==> src/rtl/tfd_pkg.sv <==
// shared codes, constants and frame decode for the touch frame decoder
package tfd_pkg;

  localparam logic [1:0] CMD_BYTE = 2'd0;
  localparam logic [1:0] CMD_END  = 2'd1;
  localparam logic [1:0] CMD_TICK = 2'd2;

  localparam logic [1:0] KIND_REJECT = 2'd0;
  localparam logic [1:0] KIND_LEVEL  = 2'd1;
  localparam logic [1:0] KIND_STOP   = 2'd2;
  localparam logic [1:0] KIND_MULTI  = 2'd3;

  localparam logic [0:0] REG_WINDOW    = 1'b0;
  localparam logic [0:0] REG_THRESHOLD = 1'b1;

  localparam logic [15:0] WINDOW_RESET    = 16'd1000;
  localparam logic [7:0]  THRESHOLD_RESET = 8'd4;

  localparam logic [4:0] POS_TYPE     = 5'd7;
  localparam logic [4:0] POS_ENDPOINT = 5'd8;
  localparam logic [4:0] POS_SUBTYPE  = 5'd13;
  localparam logic [4:0] POS_LENGTH   = 5'd16;
  localparam logic [4:0] POS_OFF      = 5'd17;
  localparam logic [4:0] POS_VALUE    = 5'd20;
  localparam logic [4:0] POS_CLOSE    = 5'd21;
  localparam logic [4:0] POS_MAX      = 5'd31;

  localparam logic [7:0] EP1_CODE = 8'h33;
  localparam logic [7:0] EP2_CODE = 8'h34;
  localparam logic [7:0] EP3_CODE = 8'h35;

  localparam logic [7:0] TYPE_LEVEL = 8'h0D;
  localparam logic [7:0] TYPE_OFF   = 8'h0A;
  localparam logic [7:0] TYPE_CLOSE = 8'h0E;

  localparam logic [7:0] SUB_STOP   = 8'h01;
  localparam logic [7:0] SUB_PLAIN  = 8'h02;
  localparam logic [7:0] SUB_CODED  = 8'h03;

  localparam logic [7:0] STOP_VALUE  = 8'h70;
  localparam logic [7:0] CLOSE_VALUE = 8'h65;
  localparam logic [7:0] LEN_LEVEL   = 8'h04;
  localparam logic [7:0] LEN_OFF     = 8'h01;

  localparam logic [6:0] LEVEL_MAX  = 7'd100;
  localparam logic [6:0] CODED_LOW  = 7'd26;
  localparam logic [6:0] CODED_MID  = 7'd52;
  localparam logic [6:0] CODED_HIGH = 7'd77;

  // reciprocal of ten for 8 bit values: (v * 205) >> 11
  localparam logic [15:0] RECIP_TEN = 16'd205;

  typedef struct packed {
    logic [1:0] kind;
    logic [6:0] level;
  } dec_t;

  function automatic logic [1:0] endpoint_of(input logic [7:0] code);
    logic [1:0] ep;
    ep = 2'd0;
    if (code == EP1_CODE) ep = 2'd1;
    else if (code == EP2_CODE) ep = 2'd2;
    else if (code == EP3_CODE) ep = 2'd3;
    return ep;
  endfunction

  function automatic dec_t decode_frame(input logic [7:0] typ, input logic [7:0] sub,
                                        input logic [7:0] len, input logic [7:0] off,
                                        input logic [7:0] val, input logic [7:0] cls);
    logic [15:0] prod;
    logic [4:0]  tens;
    logic [7:0]  tens_x10;
    logic [3:0]  units;
    logic [6:0]  base;
    logic        base_ok;
    logic [6:0]  sum;
    dec_t        r;
    prod     = {8'd0, val} * RECIP_TEN;
    tens     = prod[15:11];
    tens_x10 = 8'({3'd0, tens} * 8'd10);
    units    = 4'(val - tens_x10);
    base_ok  = 1'b1;
    case (units)
      4'd0: base = 7'd0;
      4'd4: base = CODED_LOW;
      4'd8: base = CODED_MID;
      4'd2: base = CODED_HIGH;
      default: begin
        base    = 7'd0;
        base_ok = 1'b0;
      end
    endcase
    sum = base + {2'd0, tens};
    r.kind  = KIND_REJECT;
    r.level = 7'd0;
    if (typ == TYPE_LEVEL) begin
      if (len == LEN_LEVEL) begin
        if (sub == SUB_STOP) begin
          if (val == STOP_VALUE) r.kind = KIND_STOP;
        end else if (sub == SUB_PLAIN) begin
          r.kind  = KIND_LEVEL;
          r.level = (val > {1'b0, LEVEL_MAX}) ? LEVEL_MAX : val[6:0];
        end else if (sub == SUB_CODED) begin
          if (base_ok) begin
            r.kind  = KIND_LEVEL;
            r.level = (sum > LEVEL_MAX) ? LEVEL_MAX : sum;
          end
        end
      end
    end else if (typ == TYPE_OFF) begin
      if (len == LEN_OFF && off == 8'd0) r.kind = KIND_LEVEL;
    end else if (typ == TYPE_CLOSE) begin
      if (cls == CLOSE_VALUE) r.kind = KIND_LEVEL;
    end
    return r;
  endfunction

endpackage

==> src/rtl/touch_frame_decoder_multipress.sv <==
// touch panel frame decoder with multi-press detection
// a frame end, or an expiring tick that reports a multi-press, shows its result in the cycle after the beat is taken
// throughput: one input beat per cycle; input stalls only while a result waits unread
// the output register is the only stage; state and decode sit in front of it
// reset: synchronous active-low rst_n clears all captures, counters and the window,
// and loads the press window with 1000 ticks and the threshold with 4
module touch_frame_decoder_multipress (
  input  logic        clk,
  input  logic        rst_n,
  input  logic        in_tvalid,
  output logic        in_tready,
  input  logic [7:0]  in_tdata,   // [7:0] rx_byte
  input  logic [1:0]  in_tuser,   // [1:0] command
  output logic        out_tvalid,
  input  logic        out_tready,
  output logic [15:0] out_tdata,  // [1:0] endpoint, [8:2] level, [10:9] pressed_button
  output logic [1:0]  out_tuser,  // [1:0] result_kind
  input  logic        cfg_valid,
  output logic        cfg_ready,
  input  logic [0:0]  cfg_index,
  input  logic [15:0] cfg_data
);

  logic [15:0] window_ticks_r;
  logic [7:0]  threshold_r;

  logic [4:0]  byte_index_r, byte_index_nxt;
  logic [7:0]  type_cap_r, ep_cap_r, sub_cap_r, len_cap_r, off_cap_r, val_cap_r, cls_cap_r;
  logic [1:0]  last_button_r, last_button_nxt;
  logic [7:0]  press_count_r, press_count_nxt;
  logic [1:0]  pending_r, pending_nxt;
  logic [15:0] window_left_r, window_left_nxt;

  logic        out_valid_r;
  logic [1:0]  out_kind_r, out_ep_r, out_btn_r;
  logic [6:0]  out_level_r;

  logic        in_acc;
  logic [1:0]  cmd;
  logic [1:0]  ep;
  tfd_pkg::dec_t dec;
  logic        frame_ok;
  logic        res_valid;
  logic [1:0]  res_kind, res_ep, res_btn;
  logic [6:0]  res_level;

  assign cfg_ready  = 1'b1;
  assign in_tready  = !out_valid_r || out_tready;
  assign in_acc     = in_tvalid && in_tready;
  assign cmd        = in_tuser;

  assign out_tvalid = out_valid_r;
  assign out_tuser  = out_kind_r;
  assign out_tdata  = {5'd0, out_btn_r, out_level_r, out_ep_r};

  assign ep  = tfd_pkg::endpoint_of(ep_cap_r);
  assign dec = tfd_pkg::decode_frame(type_cap_r, sub_cap_r, len_cap_r, off_cap_r,
                                     val_cap_r, cls_cap_r);
  assign frame_ok = (ep != 2'd0) && (dec.kind != tfd_pkg::KIND_REJECT);

  always_comb begin
    byte_index_nxt  = byte_index_r;
    last_button_nxt = last_button_r;
    press_count_nxt = press_count_r;
    pending_nxt     = pending_r;
    window_left_nxt = window_left_r;
    res_valid       = 1'b0;
    res_kind        = tfd_pkg::KIND_REJECT;
    res_ep          = 2'd0;
    res_level       = 7'd0;
    res_btn         = 2'd0;
    case (cmd)
      tfd_pkg::CMD_BYTE: begin
        if (byte_index_r != tfd_pkg::POS_MAX) byte_index_nxt = byte_index_r + 5'd1;
      end
      tfd_pkg::CMD_END: begin
        byte_index_nxt = 5'd0;
        res_valid      = 1'b1;
        if (frame_ok) begin
          res_kind  = dec.kind;
          res_ep    = ep;
          res_level = dec.level;
          if (last_button_r == ep) begin
            if (press_count_r != 8'hFF) press_count_nxt = press_count_r + 8'd1;
          end else begin
            last_button_nxt = ep;
            press_count_nxt = 8'd1;
          end
          pending_nxt     = ep;
          window_left_nxt = (window_ticks_r == 16'd0) ? 16'd1 : window_ticks_r;
        end
      end
      tfd_pkg::CMD_TICK: begin
        if (window_left_r != 16'd0) begin
          window_left_nxt = window_left_r - 16'd1;
          if (window_left_r == 16'd1) begin
            pending_nxt     = 2'd0;
            press_count_nxt = 8'd0;
            if (pending_r != 2'd0 && press_count_r >= threshold_r) begin
              res_valid = 1'b1;
              res_kind  = tfd_pkg::KIND_MULTI;
              res_btn   = pending_r;
            end
          end
        end
      end
      default: ;
    endcase
  end

  always_ff @(posedge clk) begin
    if (!rst_n) begin
      window_ticks_r <= tfd_pkg::WINDOW_RESET;
      threshold_r    <= tfd_pkg::THRESHOLD_RESET;
    end else if (cfg_valid) begin
      case (cfg_index)
        tfd_pkg::REG_WINDOW:    window_ticks_r <= cfg_data;
        tfd_pkg::REG_THRESHOLD: threshold_r    <= cfg_data[7:0];
        default: ;
      endcase
    end
  end

  always_ff @(posedge clk) begin
    if (!rst_n) begin
      byte_index_r  <= 5'd0;
      type_cap_r    <= 8'd0;
      ep_cap_r      <= 8'd0;
      sub_cap_r     <= 8'd0;
      len_cap_r     <= 8'd0;
      off_cap_r     <= 8'd0;
      val_cap_r     <= 8'd0;
      cls_cap_r     <= 8'd0;
      last_button_r <= 2'd0;
      press_count_r <= 8'd0;
      pending_r     <= 2'd0;
      window_left_r <= 16'd0;
    end else if (in_acc) begin
      byte_index_r  <= byte_index_nxt;
      last_button_r <= last_button_nxt;
      press_count_r <= press_count_nxt;
      pending_r     <= pending_nxt;
      window_left_r <= window_left_nxt;
      if (cmd == tfd_pkg::CMD_BYTE) begin
        case (byte_index_r)
          tfd_pkg::POS_TYPE:     type_cap_r <= in_tdata;
          tfd_pkg::POS_ENDPOINT: ep_cap_r   <= in_tdata;
          tfd_pkg::POS_SUBTYPE:  sub_cap_r  <= in_tdata;
          tfd_pkg::POS_LENGTH:   len_cap_r  <= in_tdata;
          tfd_pkg::POS_OFF:      off_cap_r  <= in_tdata;
          tfd_pkg::POS_VALUE:    val_cap_r  <= in_tdata;
          tfd_pkg::POS_CLOSE:    cls_cap_r  <= in_tdata;
          default: ;
        endcase
      end
    end
  end

  always_ff @(posedge clk) begin
    if (!rst_n) begin
      out_valid_r <= 1'b0;
    end else if (in_acc) begin
      out_valid_r <= res_valid;
    end else if (out_tready) begin
      out_valid_r <= 1'b0;
    end
  end

  always_ff @(posedge clk) begin
    if (in_acc && res_valid) begin
      out_kind_r  <= res_kind;
      out_ep_r    <= res_ep;
      out_level_r <= res_level;
      out_btn_r   <= res_btn;
    end
  end

endmodule
==> config.mk <==
export PLATFORM = sky130hd
export DESIGN_NAME = touch_frame_decoder_multipress
export DESIGN_NICKNAME = d
export VERILOG_FILES = /design/src/rtl/tfd_pkg.sv /design/src/rtl/touch_frame_decoder_multipress.sv
export SDC_FILE = /design/constraint.sdc
export NUM_CORES = 1
export LEC_CHECK = 0
export BUFFER_PORTS_ARGS = -buffer_cell sky130_fd_sc_hd__buf_2
export CELL_PAD_IN_SITES_DETAIL_PLACEMENT = 1
export CELL_PAD_IN_SITES_GLOBAL_PLACEMENT = 1
export CORE_MARGIN = 2
export CORE_UTILIZATION = 50
export CTS_BUF_LIST = sky130_fd_sc_hd__clkbuf_2
export CTS_CLUSTER_SIZE = 25
export DETAILED_ROUTE_END_ITERATION = 8
export HOLD_SLACK_MARGIN = 0.12
export PLACE_DENSITY_LB_ADDON = 0.1
export SETUP_SLACK_MARGIN = 0.02
export SYNTH_ARGS = -nofsm -noshare
export SYNTH_HDL_FRONTEND = slang
export SYNTH_SLANG_ARGS = --single-unit
export TNS_END_PERCENT = 100
==> constraint.sdc <==
create_clock -name clk -period 18.9 [get_ports clk]
set_clock_uncertainty 0.15 [all_clocks]
set_input_delay 0.945 -clock clk [delete_from_list [all_inputs] [get_ports clk]]
set_output_delay 0.945 -clock clk [all_outputs]
set_load 0.01 [all_outputs]
# == Word level (Yosys, flattened, before mapping) ==
# Index checks and enable logic that the tools add are counted.
# classes
n_addsub,5
mul,2
magnitude_cmp,3
eq_ne,34
muxes,46
bitwise,6
n_reduce_logical,36
# ops
cell,count
$mux 16,3
$mux 8,6
$pmux 16 s2,1
$mux 2,14
$mux 9,3
$eq 8x4->1 const B,3
$eq 8x6->1 const B,3
$reduce_and 3->1,8
$mux 7,3
$pmux 7 s3,1
$eq 5x5->1 const B,4
$eq 16x1->1 const B,1
$eq 8x1->1 const B,2
$eq 8x2->1 const B,2
$eq 8x7->1 const B,2
$logic_not 16->1,1
$mul 8x8->16 const B,1
$pmux 8 s2,1
$reduce_bool 16->1,1
$sub 16x1->16 const B,1
$reduce_and 4->1,3
$reduce_bool 2->1,6
$eq 5x4->1 const B,2
$pmux 5 s2,1
36 further kinds,59
# totals
regBits,127
input_bits,32
out_inout_bits,21
wordCells,151

# == Depth between registers and ports, before layout ==
# Gate-level depths: netlist of the first run.
# logic_depth
depth_word,18
depth_mapped,35
ltp_nobuf,34

# == Worst setup path before layout of the first run ==
# No wires, ideal clock.
# synth_timing
kind,register -> register
from,reg val_cap_r[2]
to,reg out_level_r[0] (data pin)
setup_ns,0.261
t_arrival_ns,7.290
setup_slack_ns,11.199
path_stages_with_launch,32
synth_period_minus_slack_ns,7.701
path_cell_list,dfxtp_1 > ha_1 > fa_1 > fa_1 > inv_1 > fa_1 > inv_1 > ha_1 > a211o_1 > a21oi_1 > o21ai_0 > a21oi_1 > xnor2_1 > inv_1 > fa_1 > xnor2_1 > xnor2_1 > and3_1 > a211oi_1 > buf_2 > or4b_2 > inv_1 > ha_1 > a21o_1 > a21oi_1 > o21bai_1 > a21oi_1 > and4_1 > mux2i_1 > nand2b_1 > a32oi_1 > nor2_1
# synth_via
elab_chain_cells,16
word_cells_on_any_way,27
# synth_lines
item,line,rtl
from (decl),touch_frame_decoder_multipress.sv:28,"logic [7:0] type_cap_r, ep_cap_r, sub_cap_r, len_cap_r, off_cap_r, val_cap_r, cls_cap_r;"
from (signal assigned),touch_frame_decoder_multipress.sv:151,tfd_pkg::POS_VALUE: val_cap_r <= in_tdata;
branches (longest 16 deep; another with $mul 8x8->16),--,
to (signal assigned),touch_frame_decoder_multipress.sv:173,out_level_r <= res_level;
to (decl),touch_frame_decoder_multipress.sv:36,logic [6:0] out_level_r;
# Several ways; the timed one is not identified.
# A chain may end at the register's enable or synchronous reset.

# == Worst setup path in the final report of the first run ==
# layout_timing
from,reg val_cap_r[0]
to,reg out_level_r[0] (data pin)
# The elaborated chain is that of the path after synthesis.

==> results of run 1 <==
[final cells by class]
type | instances | area [µm²]
flip-flops and latches | 127 | 2673
clock buffers | 19 | 95.09
clock inverters | 13 | 121.4
fillers | 1879 | 6887
inverters | 62 | 232.7
multi-input cells | 687 | 4782
repair buffers | 50 | 260.3
well taps | 211 | 264.0
[worst max-delay path by stage]
| stage | slack (ns) | end | startpoint | depth (start not counted) |
|---|---|---|---|---|
| final | 10.18 | out_level_r[0]$_SDFFCE_PP0P_ | val_cap_r[0]$_SDFFE_PN0P_ | 31 |
| after global placement | 10.76 | out_level_r[0]$_SDFFCE_PP0P_ | val_cap_r[0]$_SDFFE_PN0P_ | 31 |
| after detailed placement | 10.34 | out_level_r[0]$_SDFFCE_PP0P_ | val_cap_r[0]$_SDFFE_PN0P_ | 31 |
| after floorplan | 11.20 | out_level_r[0]$_SDFFCE_PP0P_ | val_cap_r[2]$_SDFFE_PN0P_ | 31 |
| after CTS | 10.28 | out_level_r[0]$_SDFFCE_PP0P_ | val_cap_r[0]$_SDFFE_PN0P_ | 31 |
| after global routing | 9.75 | out_level_r[0]$_SDFFCE_PP0P_ | val_cap_r[0]$_SDFFE_PN0P_ | 31 |
[cell usage in the layout (no fill, tap or decap), types with 22 or more instances in the layout]
cell / n
nor2_1: 115
dfxtp_1: 114
nand2_1: 72
ha_1: 72
a21oi_1: 69
inv_1: 60
mux2i_1: 59
buf_2: 46
nand3_1: 33
o21ai_0: 22
[synth_stat cells (9+ instances only)]
| cell | count | area, µm² |
|---|---|---|
| dfxtp_1 | 114 | 2282 |
| edfxtp_1 | 13 | 390.4 |
| nor2_1 | 115 | 431.7 |
| inv_1 | 61 | 229.0 |
| ha_1 | 72 | 900.9 |
| o21ai_1 | 14 | 70.07 |
| nor3_1 | 20 | 100.1 |
| nand4_1 | 9 | 56.30 |
| o21ai_0 | 22 | 110.1 |
| nand2_1 | 72 | 270.3 |
| mux2i_1 | 59 | 590.6 |
| a21oi_1 | 69 | 345.3 |
| a31oi_1 | 11 | 68.82 |
| nor2b_1 | 15 | 93.84 |
| nand3_1 | 33 | 165.2 |
| clkbuf_1 | 33 | 123.9 |
| xnor2_1 | 13 | 113.9 |
| nand2b_1 | 10 | 62.56 |
| and3_1 | 11 | 68.82 |
| fa_1 | 13 | 260.3 |
[stage by stage]
step           cells  cell area, µm²  total power [mW]  worst slack, ns
6_report        1169            8428            0.4905            10.18
5_1_grt         1169            8428            0.5127            9.746
4_1_cts         1169            8428            0.4940            10.28
3_5_place_dp    1137            8212            0.3312            10.34
3_3_place_gp    1137            8212            0.3287            10.76
2_1_floorplan    920            7886            0.3155            11.20
[registers in the layout (all words and copies together), names as in the netlist]
signal,cells
pending_r,2
last_button_r,2
cls_cap_r,8
out_tuser,2
press_count_r,8
window_ticks_r,16
threshold_r,8
type_cap_r,8
sub_cap_r,8
out_level_r,7
byte_index_r,5
out_ep_r,2
window_left_r,16
off_cap_r,8
out_btn_r,2
val_cap_r,8
ep_cap_r,8
out_tvalid,1
len_cap_r,8
[report_power, final]
group / switching [mW] / total (mW) / internal, mW
clock network: 0.105 / 0.165 / 0.0596
registers: 0.00471 / 0.281 / 0.277
logic: 0.0301 / 0.0446 / 0.0145
total: 0.140 / 0.491 / 0.351
[critical path: cells and delay by family, from the launching register on]
kind / cells / cell delay, ns
AOI/OAI and AO/OA: 10 / 2.11
xor gates and xnor gates: 3 / 0.61
adders and majority gates: 7 / 2.85
buffers and inverters: 5 / 0.54
DFF: 1 / 0.74
muxes: 1 / 0.11
and+or+nand+nor: 5 / 1.38
[layer usage]
layer	share of wire [%]	up-vias	GRT usage [%]
li1	-	3271	-
met1	43	3376	30.78
met2	52	118	50.77
met3	3.2	40	5.037
met4	2.1	0	10.12
met5	0	-	0
[kinds of logic (layout without fill, tap and decap cells)]
group	after synthesis	after routing
mux	59	59
buf+inv	106	144
xor+xnor	17	17
fa+ha+maj	86	86
flops	127	127
other cells	2	6
compound gates	172	172
simple gates	347	347
==> results.ini, run 1 <==
[layout]
final_layout_size_suffix_gt1_share_pct=10.33
layout-area-overhead-vs-synth_pct=7.074
insertedDiodeCount=0
layout.core_utilization_pct=55.03
finish.net_count=1062

[drt]
ant_nets=0
vias=6805
detailedRoute.firstPassIterationCount=4
drt_first_iter_violations=296
remaining_drc_errors=0
detail_route.vias_per_cell=5.821
drt_wl_total_um=21850
wirelength_per_cell_um=18.69

[synth]
flop_and_latch_count_out_of_synthesis=127
synth-simple-area-share_pct=22.75
synth_area_per_cell_um2=8.593
compound_cell_area_share_of_the_yosys_netlist_pct=13.45
synth_edf_count=13
yosys_warnings=0
synth.distinct_cells=74
post_synth_mux_area_share_pct=7.503
dominant_combinational_cell_family_by_area_after_synthesis=simple AND/OR/NAND/NOR gates
adder_and_majority_cell_fraction_of_the_synthesized_area_pct=14.88
syn_area_mm2=0.007871
synth_sequential_area_ratio_pct=33.95
yosys_most_used_dff=dfxtp_1
synthArstFlopShare_pct=0
yosys.area_share.xor_xnor_pct=1.892
synth_cells=916

[critical_path]
slowest_stage=dfxtp_1
setup.worst_path.end_class=flip-flop
rrSetupSlack_ns=10.18
timing.critical_path.from_type=flip-flop
max_stage_delay_ns=0.74
crit_fanout=14
arrival_ns=9.07
worstSetupPathType=flip-flop to flip-flop
worst_r2r_endpoint=out_level_r[0]$_SDFFCE_PP0P_
reg2reg_depth=31
worstPathRequired_ns=19.25
timing.rr.start=val_cap_r[0]$_SDFFE_PN0P_

[floorplanning]
boundaryPins=53
initial_utilization_pct=51.40
core_region_area_mm2=0.01531
die_h_um=129.5
die_x_um=129.5
num_rows=45
overall_die_area_mm2=0.01676

[sta]
setup_repair_after_global_routing_missed_its_margin=false
timing.max_slew.rel_slack_pct=23.61
max_slew.worst_pin.slew_ns=1.142
setup_total_negative_slack_ns=0
timing.final.hold_violations=0
finalMaxSlewViolations=0
final.period_utilization_pct=46.14
final.min_clock_period_ns=8.720
fmax_mhz=114.7
hold_ws_ns=0.2878
finalSetupViolCount=0

[outcome]
outcome=complete, no violations

[min_path]
hp-start=cfg_data[10]
holdCritPathClass=input port to flip-flop
hold-path-endpoint=window_ticks_r[10]$_SDFFE_PN0P_
whs_path_depth=3

[global_route]
grt_use_total_pct=27.21
grt_max_degree=81
antenna_violations_before_repair=0
first_global_vias=7338
overflow=0
first_pass_grt_wire_length_um=36050

[run]
drv.max_cap_violation_count=0

[clock_network]
cts_hold_repair_buffers=0
clock_root_buffer=clkbuf_2
total_cts_buffers=17
postCtsSetupRepairBufs=0
max-clock-path-buffers=2
clock_tree_from_tritoncts=done
source_to_sink_clock_delay_at_the_later_pin_of_the_worst_skew_pair_ns=0.73
cts_repair_resize_count=0
cts.sink_count=127
cts.reportedPaths.clkPinSlew_ns=0.21
htree_levels=4

[placed_design]
place_congestion=0.9282
io_buffer_count=46
dpl.hpwl_um=16770

[power_and_ir_drop]
max-vdd-ir-drop_mv=0.03982
power.static_leakage_nw=3.865
power.density_cell_area_mw_per_mm2=58.20

Power figures use the tool's default switching activity.
==> inputs of run 2 (changes only) <==
Settings changed: ABC_AREA set to 1, CORE_UTILIZATION 50 to 46.
Clock period 18.9 ns to 8.4 ns, I/O delays scaled along.
==> run 2 against run 1 <==
Net effect:
- maximum frequency up 22%
- global-route usage down 0.073 points
- clock power rose to 2.6 times the previous value
- area after synthesis about the same
- worst hold slack worse by 0.11 ns
- setup slack worse by 8.9 ns
- first-iteration DRC count up 21%
- synthesized cell count up 19%
- combinational power rose to 4.0 times the previous value
- largest cell class unchanged
- largest power group unchanged
==> results.ini, run 2 <==
[layout]
final_layout_size_suffix_gt1_share_pct=8.984  ; -1.3 points
layout-area-overhead-vs-synth_pct=13.87
final-seq-area_mm2=0.002673  ; unchanged
layout_cells_excl_fill=1414  ; +21%
multi_input_comb_area_mm2=0.004338  ; -9.3%
final_common_cell=nor2_1
biggest_regs=window_left_r: 16 flops, window_ticks_r: 16 flops
finish.net_count=1295  ; +22%
final_design_area_no_fill_mm2=0.008957  ; +6.3%
final.fill_count=2206  ; +17%
layout.cells.most_common_list=nor2_1 (181), inv_1 (178), nand2_1 (156)

[floorplanning]
initial_utilization_pct=47.27  ; -4.1 points
boundaryPins=53  ; unchanged
die_h_um=134.8  ; +4.1%
overall_die_area_mm2=0.01816  ; +8.4%
core_region_area_mm2=0.01664  ; +8.7%
die_x_um=134.8  ; +4.1%
num_rows=47  ; +4.4%

[clock_network]
cts.sink_count=127  ; unchanged
cts.reportedPaths.clkPinSlew_ns=0.24  ; +0.03 ns
total_cts_buffers=17  ; unchanged
postCtsSetupRepairBufs=0  ; unchanged
source_to_sink_clock_delay_at_the_later_pin_of_the_worst_skew_pair_ns=0.76  ; +0.03 ns
clock_tree_from_tritoncts=done
clock_root_buffer=clkbuf_2
htree_levels=4  ; unchanged
max-clock-path-buffers=2  ; unchanged

[global_route]
first_pass_grt_wire_length_um=39070  ; +8.4%
first_global_vias=7734  ; +5.4%
antenna_violations_before_repair=2  ; +2
overflow=0  ; unchanged
grt_use_total_pct=27.14  ; -0.073 points
grt_max_degree=109  ; +35%

[critical_path]
worst_path_most_repeated_cell=fa_1
slowest_stage=fa_1
worstSetupPathType=flip-flop to flip-flop
cp_top_family=adder cells
arrival_ns=7.48  ; -1.59 ns
crit_fanout=6  ; -8
critical_path.n_buffers_inverters=4  ; -1
timing.critical_path.from_type=flip-flop
max_stage_delay_ns=0.55  ; -0.19 ns
worstPathRequired_ns=8.73  ; -10.52 ns
setup.worst_path.end_class=flip-flop

[drt]
ant_nets=0  ; unchanged
detailedRoute.firstPassIterationCount=6  ; +2
vias=7501  ; +10%
drt_first_iter_violations=358  ; +21%
remaining_drc_errors=0  ; unchanged
drt_wl_total_um=23370  ; +7.0%
wirelength_per_cell_um=16.53  ; -12%
detail_route.vias_per_cell=5.305  ; -8.9%

[synth]
synthArstFlopShare_pct=0  ; unchanged
synth_common_cells=nor2_1 (181), inv_1 (178), nand2_1 (156)
yosys_warnings=0  ; unchanged
netlist_top_cells_area=dfxtp_1 (29%), ha_1 (11%), nor2_1 (8.6%), inv_1 (8.5%), nand2_1 (7.4%)
syn_area_mm2=0.007866  ; about the same
synth_sequential_area_ratio_pct=33.97  ; about the same
yosysTopAreaCell=dfxtp_1
synth_edf_count=13  ; unchanged
synth_area_per_cell_um2=7.197  ; -16%
synth.distinct_cells=45  ; -39%
yosys_most_used_dff=dfxtp_1
synth_largest_type_area_fraction_pct=29.01  ; about the same
flop_and_latch_count_out_of_synthesis=127  ; unchanged
yosysMostFrequentCell=nor2_1
synth_cells=1093  ; +19%

[sta]
max_slew.worst_pin.slew_ns=0.9985  ; -0.1432 ns
setup_total_negative_slack_ns=0  ; unchanged
final.period_utilization_pct=85.10  ; +39 points
fmax_mhz=139.9  ; +22%
final.min_clock_period_ns=7.149  ; -1.572 ns
timing.max_slew.rel_slack_pct=33.43  ; +9.8 points
finalMaxSlewViolations=0  ; unchanged
timing.final.hold_violations=0  ; unchanged
setup_repair_after_global_routing_missed_its_margin=false
finalSetupViolCount=0  ; unchanged

[placed_design]
postPlaceCellArea_mm2=0.008263  ; +0.62%
placed_cells_incl_taps=1336  ; +18%
dpl.hpwl_um=15740  ; -6.2%
place_congestion=0.8680  ; -6.5%
io_buffer_count=46  ; unchanged

[min_path]
holdCritPathClass=input port to flip-flop

[power_and_ir_drop]
power.share.clock_pct=34.2  ; +0.6 points
power.static_leakage_nw=4.411  ; +14%
netSwitchingFraction_pct=32.86  ; +4.3 points
p_total_mw=1.255  ; +160%
power.density_cell_area_mw_per_mm2=140.1  ; +140%
combinationalPowerShare_pct=14.1  ; +5.0 points
sequential_group_share_of_total_power_pct=51.7  ; -5.7 points
max-vdd-ir-drop_mv=0.09952  ; +150%
power_switching_mw=0.4124  ; +190%
pint_mw=0.8426  ; +140%

[outcome]
outcome=complete, no violations

[run]
drv.max_cap_violation_count=0  ; unchanged

==> run 2: cell types whose count changed after synthesis, moves of 13 or more <==
cell / change
a21oi_1: -16
clkbuf_1: -14
inv_1: +117
mux2i_1: -58
nand2_1: +84
nand3_1: +16
nand4_1: +27
nor2_1: +66
nor2b_1: -15
nor3_1: -13
o21ai_0: +80
o21ai_1: -14
xor2_1: +13
==> run 2: final timing paths <==
check,startpoint,slack (ns),to,depth (start not counted)
max reg2reg,val_cap_r[2]$_SDFFE_PN0P_,1.25,out_level_r[4]$_SDFFCE_PP0P_,29
min reg2reg,off_cap_r[6]$_SDFFE_PN0P_,0.33,off_cap_r[6]$_SDFFE_PN0P_,2
min,in_tuser[1],0.18,out_tvalid$_SDFFE_PN0P_,5
max,val_cap_r[2]$_SDFFE_PN0P_,1.25,out_level_r[4]$_SDFFCE_PP0P_,29
==> run 2: layout make-up <==
class,instances,area share (%)
clock inverter,15,1.914
antenna,3,0.08381
sequential,127,29.84
multi-input combinational,752,48.43
clock buffer,17,0.9499
timing repair buffer,97,8.046
inverter,183,7.669
tap,220,3.073
==> run 2: metrics by stage <==
step | util, % | worst slack (ns) | hold WS [ns]
after floorplan | - | 2.057 | 0.2792
after global placement | 49.65 | 1.620 | 0.2959
after detailed placement | 49.65 | 1.333 | 0.3023
after CTS | 53.78 | 1.265 | 0.1249
after global routing | 53.81 | 0.5583 | 0.1563
final | 53.82 | 1.251 | 0.1782
==> run 2: kinds of logic (layout without fill, tap and decap cells) <==
family          count (synthesis)  count (layout)  share of synthesized area, %
simple gates                  470             470                         26.48
buf+inv                       218             312                         11.07
compound gates                172             172                         11.48
flops                         127             127                         33.97
fa+ha+maj                      85              85                         14.76
xor+xnor                       18              18                         2.004
other cells                     2               9                       0.09547
mux                             1               1                        0.1273
==> run 2: repair_timing <==
item                       CTS  global route
hold buffers                43             0
resized for setup            0             0
setup endpoints to repair    0             0
hold endpoints to repair    84             0
==> run 2: worst register-to-register path, delay by kind of cell, from the launching register on <==
family | cells | cell delay [ns]
compound gates | 6 | 1.19
xor+xnor | 2 | 0.47
fa+ha+maj | 8 | 3.23
buf+inv | 4 | 0.25
flops | 1 | 0.53
simple gates | 9 | 1.07
==> run 2: metal layers <==
layer / part of all wire, % / up-vias / track usage [%] / wire [µm]
met3: 3.1 / 44 / 5.068 / 717
li1: - / 3703 / - / -
met1: 47 / 3625 / 36.30 / 11090
met4: 2.8 / 0 / 10.29 / 656
met2: 47 / 129 / 43.63 / 10910
met5: 0 / - / 0 / 0
==> run 2: power by group through the flow <==
stage | Clock [mW] | Combinational [mW] | Sequential [mW]
detailed placement | 0 | 0.154 | 0.659
CTS | 0.435 | 0.171 | 0.647
floorplan | 0 | 0.112 | 0.655
finish | 0.429 | 0.177 | 0.648
global placement | 0 | 0.150 | 0.658
global route | 0.464 | 0.200 | 0.651
==> inputs of run 3 (changes only) <==
Settings changed: CELL_PAD_IN_SITES_DETAIL_PLACEMENT 1 to 0, CORE_MARGIN 2 to unset, CORE_UTILIZATION 46 to 39.
==> run 3 against run 2 <==
Net effect:
- combinational power is 6% lower
- critical path depth stayed put
- via count is 7.0% lower
- critical endpoint is now out_level_r[3]$_SDFFCE_PP0P_
- utilization is 8.1 points lower
- cell count is 2.8% higher
- global-route usage is 6.7 points lower
- largest power group unchanged
- largest cell class unchanged
- clock power is 9.8% lower
- register-to-register slack better by 0.14 ns
- worst hold slack better by 0.051 ns
- critical path type unchanged
==> results.ini, run 3 (same netlist as run 2, synthesis figures left out) <==
[layout]
final_layout_size_suffix_gt1_share_pct=9.099  ; +0.11 points
layout.cells.most_common_list=nor2_1 (181), inv_1 (178), nand2_1 (156)
biggest_regs=window_left_r: 16 flops, window_ticks_r: 16 flops
finish.net_count=1291  ; -0.31%
layout-area-overhead-vs-synth_pct=13.76  ; about the same
layout.core_utilization_pct=45.68  ; -8.1 points
final.fill_count=2062  ; -6.5%
final_common_cell=nor2_1

[sta]
hold_ws_ns=0.2292  ; +0.05104 ns
fmax_mhz=142.6  ; +1.9%
timing.final.hold_violations=0  ; unchanged
finalSetupViolCount=0  ; unchanged
final.min_clock_period_ns=7.013  ; -0.1352 ns
max_slew.worst_pin.slew_ns=1.014  ; +0.01536 ns
timing.max_slew.rel_slack_pct=32.41  ; -1.0 points
setup_repair_after_global_routing_missed_its_margin=false
setup_total_negative_slack_ns=0  ; unchanged
finalMaxSlewViolations=0  ; unchanged
final.period_utilization_pct=83.49  ; -1.6 points

[min_path]
holdCritPathClass=input port to flip-flop

[floorplanning]
boundaryPins=53  ; unchanged
overall_die_area_mm2=0.02074  ; +14%
die_x_um=144.0  ; +6.9%
initial_utilization_pct=40.15  ; -7.1 points
num_rows=51  ; +8.5%
core_region_area_mm2=0.01959  ; +18%
die_h_um=144.0  ; +6.9%

[global_route]
first_pass_grt_wire_length_um=32970  ; -16%
first_global_vias=6626  ; -14%
overflow=0  ; unchanged
grt_max_degree=109  ; unchanged
antenna_violations_before_repair=1  ; -1
grt_use_total_pct=20.39  ; -6.7 points

[critical_path]
worstPathRequired_ns=8.73  ; about the same
worst_path_most_repeated_cell=fa_1
timing.critical_path.from_type=flip-flop
slowest_stage=fa_1
max_stage_delay_ns=0.54  ; about the same
arrival_ns=7.35  ; -0.13 ns
crit_fanout=6  ; unchanged
rrSetupSlack_ns=1.39  ; +0.14 ns
setup.worst_path.end_class=flip-flop
worstSetupPathType=flip-flop to flip-flop

[placed_design]
io_buffer_count=46  ; unchanged
dpl.hpwl_um=14250  ; -9.5%
place_congestion=0.8117  ; -6.5%

[outcome]
outcome=complete, no violations

[drt]
wl_met3_um=577  ; -20%
topRoutingLayerUsed=met4
detail_route.vias_per_cell=4.801  ; -9.5%
wirelength_per_cell_um=13.69  ; -17%
routed-wl-met2_um=8650  ; -21%
ant_nets=0  ; unchanged
vias=6976  ; -7.0%
drt-met1-wl_um=10360  ; -6.6%
remaining_drc_errors=0  ; unchanged
drt_first_iter_violations=382  ; +6.7%
detailedRoute.firstPassIterationCount=7  ; +1
drt_wl_total_um=19890  ; -15%

[clock_network]
source_to_sink_clock_delay_at_the_later_pin_of_the_worst_skew_pair_ns=0.73  ; -0.03 ns
max-clock-path-buffers=2  ; unchanged
clock_root_buffer=clkbuf_2
postCtsSetupRepairBufs=0  ; unchanged
clock_tree_from_tritoncts=done
cts.reportedPaths.clkPinSlew_ns=0.22  ; -0.02 ns
cts.sink_count=127  ; unchanged
total_cts_buffers=17  ; unchanged
htree_levels=4  ; unchanged

[power_and_ir_drop]
power.static_leakage_nw=4.386  ; -0.58%
max-vdd-ir-drop_mv=0.06344  ; -36%
power.density_cell_area_mw_per_mm2=134.0  ; -4.4%

[run]
drv.max_cap_violation_count=0  ; unchanged

-- run 3: worst max-delay path, delay by kind of cell (launching register included) --
| kind | cells | cell delay, ns |
|---|---|---|
| fa+ha+maj | 8 | 3.18 |
| xor+xnor | 2 | 0.46 |
| flops | 1 | 0.52 |
| buf+inv | 4 | 0.24 |
| compound gates | 6 | 1.23 |
| simple gates | 9 | 1.02 |
-- run 3: per-stage QoR --
step,total power [mW],cell area [µm²],std cells,worst slack [ns]
floorplan,0.7665,7881,1097,2.057
global placement,0.8102,8319,1381,1.570
detailed placement,0.8106,8319,1381,1.492
CTS,1.215,8946,1452,1.441
global route,1.268,8949,1453,0.7502
finish,1.199,8949,1453,1.387
-- run 3: what timing repair did --
| item | 4_1_cts | 5_1_grt |
|---|---|---|
| hold buffers | 39 | 0 |
| resized for setup | 0 | 0 |
| hold endpoints to repair | 81 | 0 |
-- run 3: routing by layer --
layer	track usage [%]	vias to the layer above
li1	-	3692
met1	29.94	3152
met2	30.18	111
met3	3.477	21
met4	6.103	0
met5	0	-
-- run 3: layout make-up --
type | instances | area, µm² | share of cell area (%)
Antenna cell | 1 | 2.502 | 0.02796
Clock buffer | 17 | 85.08 | 0.9508
Clock inverter | 15 | 151.4 | 1.692
Inverter | 183 | 686.9 | 7.676
Multi-Input combinational cell | 752 | 4338 | 48.48
Sequential cell | 127 | 2673 | 29.87
Tap cell | 265 | 331.6 | 3.705
Timing Repair Buffer | 93 | 680.7 | 7.606
-- run 3: final timing paths --
| check | startpoint | end | depth (start not counted) |
|---|---|---|---|
| setup / recovery | val_cap_r[2]$_SDFFE_PN0P_ | out_level_r[3]$_SDFFCE_PP0P_ | 29 |
| hold / removal | in_tuser[1] | out_tuser[1]$_DFFE_PP_ | 5 |
| setup reg to reg | val_cap_r[2]$_SDFFE_PN0P_ | out_level_r[3]$_SDFFCE_PP0P_ | 29 |
| hold reg to reg | threshold_r[6]$_SDFFE_PN0P_ | threshold_r[6]$_SDFFE_PN0P_ | 2 |
-- run 3: power by group --
group	switching (mW)	internal, mW	leakage [nW]
Combinational	0.105	0.0612	3.22
Sequential	0.0139	0.632	1.02
Clock	0.269	0.118	0.143
